===== config.mk =====
export PLATFORM = sky130hd
export DESIGN_NAME = vlrq_ram
export DESIGN_NICKNAME = d
export VERILOG_FILES = /design/src/rtl/vlrq_ram.sv
export SDC_FILE = /design/constraint.sdc
export NUM_CORES = 2
export LEC_CHECK = 0
export BUFFER_PORTS_ARGS = -buffer_cell sky130_fd_sc_hd__buf_2
export CORE_ASPECT_RATIO = 0.75
export CORE_UTILIZATION = 40
export CTS_BUF_LIST = sky130_fd_sc_hd__clkbuf_16
export CTS_CLUSTER_DIAMETER = 60
export DETAILED_ROUTE_END_ITERATION = 8
export PLACE_DENSITY = 0.5
export SLEW_MARGIN = 10
export SYNTH_ARGS = -nofsm -noshare
export SYNTH_HDL_FRONTEND = slang
export SYNTH_SLANG_ARGS = --single-unit
export TNS_END_PERCENT = 5

===== constraint.sdc =====
create_clock -name clk -period 2.96 [get_ports clk]
set_input_delay 0.444 -clock clk [delete_from_list [all_inputs] [get_ports clk]]
set_output_delay 0.444 -clock clk [all_outputs]
set_load 0.1 [all_outputs]

===== src/rtl/vlrq_ram.sv =====
`timescale 1ns / 1ps
// Generic single-write, single-read RAM with a registered read port.
// No dependencies.
module vlrq_ram #(
	parameter int WIDTH = 8,
	parameter int DEPTH = 256
) (
	input  logic                     clk,
	input  logic                     we,
	input  logic [$clog2(DEPTH)-1:0] waddr,
	input  logic [WIDTH-1:0]         wdata,
	input  logic [$clog2(DEPTH)-1:0] raddr,
	output logic [WIDTH-1:0]         rdata
);

	logic [WIDTH-1:0] mem_q [DEPTH];

	always_ff @(posedge clk) begin
		if (we) begin
			mem_q[waddr] <= wdata;
		end
		rdata <= mem_q[raddr];
	end

endmodule


## After elaboration in Yosys (flattened, before gate mapping)

Memory sizes are Yosys's and may differ from the RTL's. A register that Yosys moved wholly into a read port is not among the register bits.
Index checks and enable logic that the tools add are counted.

- Bits in registers: 0
- Bits in latches: 0
- Memory bits (writable): 2048
- ROM bits: 0
- Input port bits: 26
- Word-level logic and storage cells: 3
- Memories kept: 1

Memory list:

| memory | words | bits a word | rd ports | clocked after Yosys merged registers in | write ports | line | source |
|---|---|---|---|---|---|---|---|
| mem_q | 256 | 8 | 1 | 1 | 1 | 16 | `logic [WIDTH-1:0] mem_q [DEPTH];` |

- $add $sub $neg: 0
- Multipliers: 0
- Divide/modulo/power cells: 0
- Order comparisons: 0
- Equality and inequality tests: 0
- Shift-type cells: 0
- Mux-type cells: 2
- Bitwise gates (word level): 0
- Reductions and logical operators: 0

Operators by type and width:

| kind | count |
|---|---|
| 2-to-1 mux 1 bit | 2 |

## Depth between registers and ports, before layout

- Depth after elaboration: 2
- Depth in mapped cells: 11
- Mapped depth without buffers: 6

## Worst setup path after synthesis

OpenSTA, ideal clock, no wires.

- Path type: input -> register
- Start point: input raddr[0]
- End point: register rdata[2] (read register of mem_q)
- Setup time: 131 ps
- Arrival time: 2251 ps
- Data required time: 2829 ps
- Slack: 578 ps
- Stages on the path: 9
- Buffers on the path: 4
- Cells stage by stage: buf_6 buf_12 buf_8 buf_2 mux4_2 a22oi_1 a21oi_1 nor4_1 nor4_2

RTL lines:

| what | line | source |
|---|---|---|
| from (decl) | 12 | `input logic [$clog2(DEPTH)-1:0] raddr,` |
| to (decl) | 13 | `output logic [WIDTH-1:0] rdata` |

==> flow_metrics.tcl <==
set metrics [dict create \
    outcome "completed" \
    htreeDepth 4 \
    grt_overflow 0 \
    yosysTopAreaCellShare_pct 77.30 \
    vias 40710 \
    dpl.hpwl_um 144400 \
    synth_most_common_cell "edfxtp_1" \
    die-area_sq_um 200700 \
    grt_pass1_wl_um 313100 \
    ys_seq_area_share_pct 77.50 \
    first_pass_iters 6 \
    slew-limit-headroom_pct 25.41 \
    synth_area_leaders "edfxtp_1 (77%), mux4_2 (13%), mux2i_1 (1.7%)" \
    clkLatencyLatePin_ns 0.87 \
    powerDensity_nw_per_um2 643.7 \
    rr_worst_depth 8 \
    ys_top_cells_by_count "edfxtp_1 (2048), mux4_2 (454), nor2_1 (282)" \
    fin_area_sq_um 93660 \
    die_x_um 517.0 \
    cpMaxStageDelayCell "nor3_1" \
    worst-path-stages 8 \
    start_kind "register" \
    syn_inst 3733 \
    final_max_slew_viol_count 0 \
    drc 0 \
    worstPathCellList "mux4_2, a22o_1, a221oi_1, buf_4, o32ai_1, nor3_1, buf_4, nor4_1" \
    fin_ws_ns 0.06000 \
    required_ns 3.62 \
    synthFlopType "edfxtp_1" \
    total_power_mw 60.28 \
    yosys_register_bits 2056 \
    rows 141 \
    period_minus_slack_ns 2.900 \
    arrival_ns 3.56 \
    synth-warning-count 0 \
    path_clk_slew_ns 0.06 \
    multi_input_area_sq_um 16540 \
    cp_max_fo 1 \
    numCtsBuffers 206 \
    rsz0062_at_grt "no" \
    fin_nets 4401 \
    slowest_delay_ns 0.61 \
    reg2reg_setup_slack_ns 0.06 \
    grt_max_degree 94 \
    drt_iter0_drc 4869 \
    timing.rr.end "rdata[5]" \
    gp_congestion 0.8238 \
    critPathKind "register to register" \
    antenna_found_initial 16 \
    cp_num_buf_inv 2 \
    drv_cap 0 \
    synthToLayoutAreaGrowth_pct 17.73 \
    finClkSkew_ns 0.06981 \
    cts_tree "built" \
    syn_nets 3759 \
    min_period_over_period_pct 97.97 \
    startpoint "mem_q[83][5]" \
    cp-end-kind "register" \
    dp_slack_ns -0.9497 \
    timing.final.hold_violations 0 \
    fmaxAchievable_mhz 344.8 \
    yosysUniqueCellTypes 55 \
    cts_sinks 2056 \
    syn-mean-instance-area_sq_um 21.31 \
    synth-edff-count 2048 \
    start_util_pct 40.34 \
    core_area_sq_um 197200 \
    grt_pass1_vias 40060 \
    die_y_um 388.2 \
    viasPerCell 5.669 \
    nFillCells 16450 \
    r2r-start "mem_q[83][5]" \
    hold_path.class "primary input to register" \
    p_leak_nw 30.20 \
    finalSetupViolCount 0 \
    grt_util_all_layers_pct 22.07 \
    timing.setup.tns_ns 0 \
    clockBufferDepth 4 \
    cts_setup_buffers 0 \
    drive_above_1_share_pct 31.22 \
    min_from "wdata[2]" \
    ios 34 \
    worst_slew_pin_slew_ns 1.109 \
    crit_path_frequent_cell "buf_4" \
    root_buffer "clkbuf_16" \
    routedWlPerCell_um 30.76 \
    io_buffers 33 \
    dpl_cell_area_sq_um 87400 \
    ir_drop_v 0.0004551 \
    cp_top_family "compound AO/OA/AOI/OAI gates" \
    synthArstFlopShare_pct 0 \
    totalWireLength_um 220900 \
    ant_nets 0 \
    regArea_sq_um 61660 \
    crit_path_end "rdata[5]" \
    yosysTopAreaCell "edfxtp_1" \
    synth_area_sq_um 79560 \
]
==> flip-flops by register name (all words and copies together) (netlist names) <==
register	cells
rdata	8
mem_q	2048
==> cell usage in the layout (no fill, tap or decap), drive strengths merged, types with 4 or more instances in the layout <==
master and count:
a2111oi 5, clkinvlp 9, bufinv 12, mux2i 134, nand2b 8, o211ai 10, o32ai 5, nand2 33
nand4 10, a22oi 133, or2 4, nor4 27, nor3 22, edfxtp 2048, o21ai 12, dfxtp 8
and2 6, a22o 8, clkbuf 208, nor2b 31, o22ai 28, buf 666, a221oi 14, diode 4
a211oi 16, mux4 456, inv 57, a21oi 96, nand3 34, clkinv 81, o22a 5, nor2 282
o221ai 47
==> worst reg2reg max path, cell delays in order, from the launching register on <==
cell and delay, ns:
edfxtp_1 0.36, mux4_2 0.52, a22o_1 0.28, a221oi_1 0.26
buf_4 0.23, o32ai_1 0.16, nor3_1 0.61, buf_4 0.28
nor4_1 0.07
==> through the flow <==
step | util, % | hold slack, ns | instances
after floorplan | - | 0.5429 | 3733
after global placement | 44.31 | 0.8233 | 6811
after detailed placement | 44.31 | 0.8258 | 6811
after CTS | 47.48 | 0.007474 | 7177
after global routing | 47.48 | 0.03788 | 7177
final | 47.49 | 0.05791 | 7181
==> where the power goes <==
| part | switching (mW) | total, mW | internal (mW) |
|---|---|---|---|
| sequential | 0.0585 | 32.1 | 32.1 |
| clock | 10.9 | 24.6 | 13.7 |
| combinational | 2.27 | 3.57 | 1.30 |
==> routing by layer <==
metal / global-route usage, % / share of wire, %
met5: 0 / 0.019
met4: 3.886 / 1.7
met3: 3.704 / 7.7
met2: 31.66 / 44
met1: 35.46 / 47
==> worst min-delay path by stage <==
stage | endpoint | cells after the start
6_report | mem_q[173][2] | 1
5_1_grt | mem_q[192][4] | 1
4_1_cts | mem_q[88][7] | 1
3_5_place_dp | mem_q[56][6] | 1
3_3_place_gp | mem_q[57][6] | 1
2_1_floorplan | mem_q[0][0] | 0
==> kinds of logic (layout without fill, tap and decap cells) <==
| family | count (synthesis) | in the layout | synth area share [%] |
|---|---|---|---|
| multiplexers | 591 | 591 | 14.62 |
| buffers and inverters | 235 | 1034 | 1.831 |
| flip-flops | 2056 | 2056 | 77.50 |
| other | 0 | 4 | 0 |
| AND/OR/NAND/NOR | 466 | 466 | 2.628 |
| AO/OA/AOI/OAI | 385 | 385 | 3.419 |
==> area by class of cell <==
class,count,share of cell area (%)
flip-flops and latches,2056,65.83
multi-input cells,1442,17.66
repair buffers,667,6.308
clock buffers,208,5.557
well taps,2645,3.533
clock inverters,157,1.090
diodes,4,0.01069
inverters,2,0.008015
==> what timing repair did <==
item,4_1_cts,5_1_grt
hold endpoints to repair,23,0
hold buffers,1,0
resized for setup,1,1
endpoints found under the setup margin,1,1
Power figures use the tool's default switching activity.
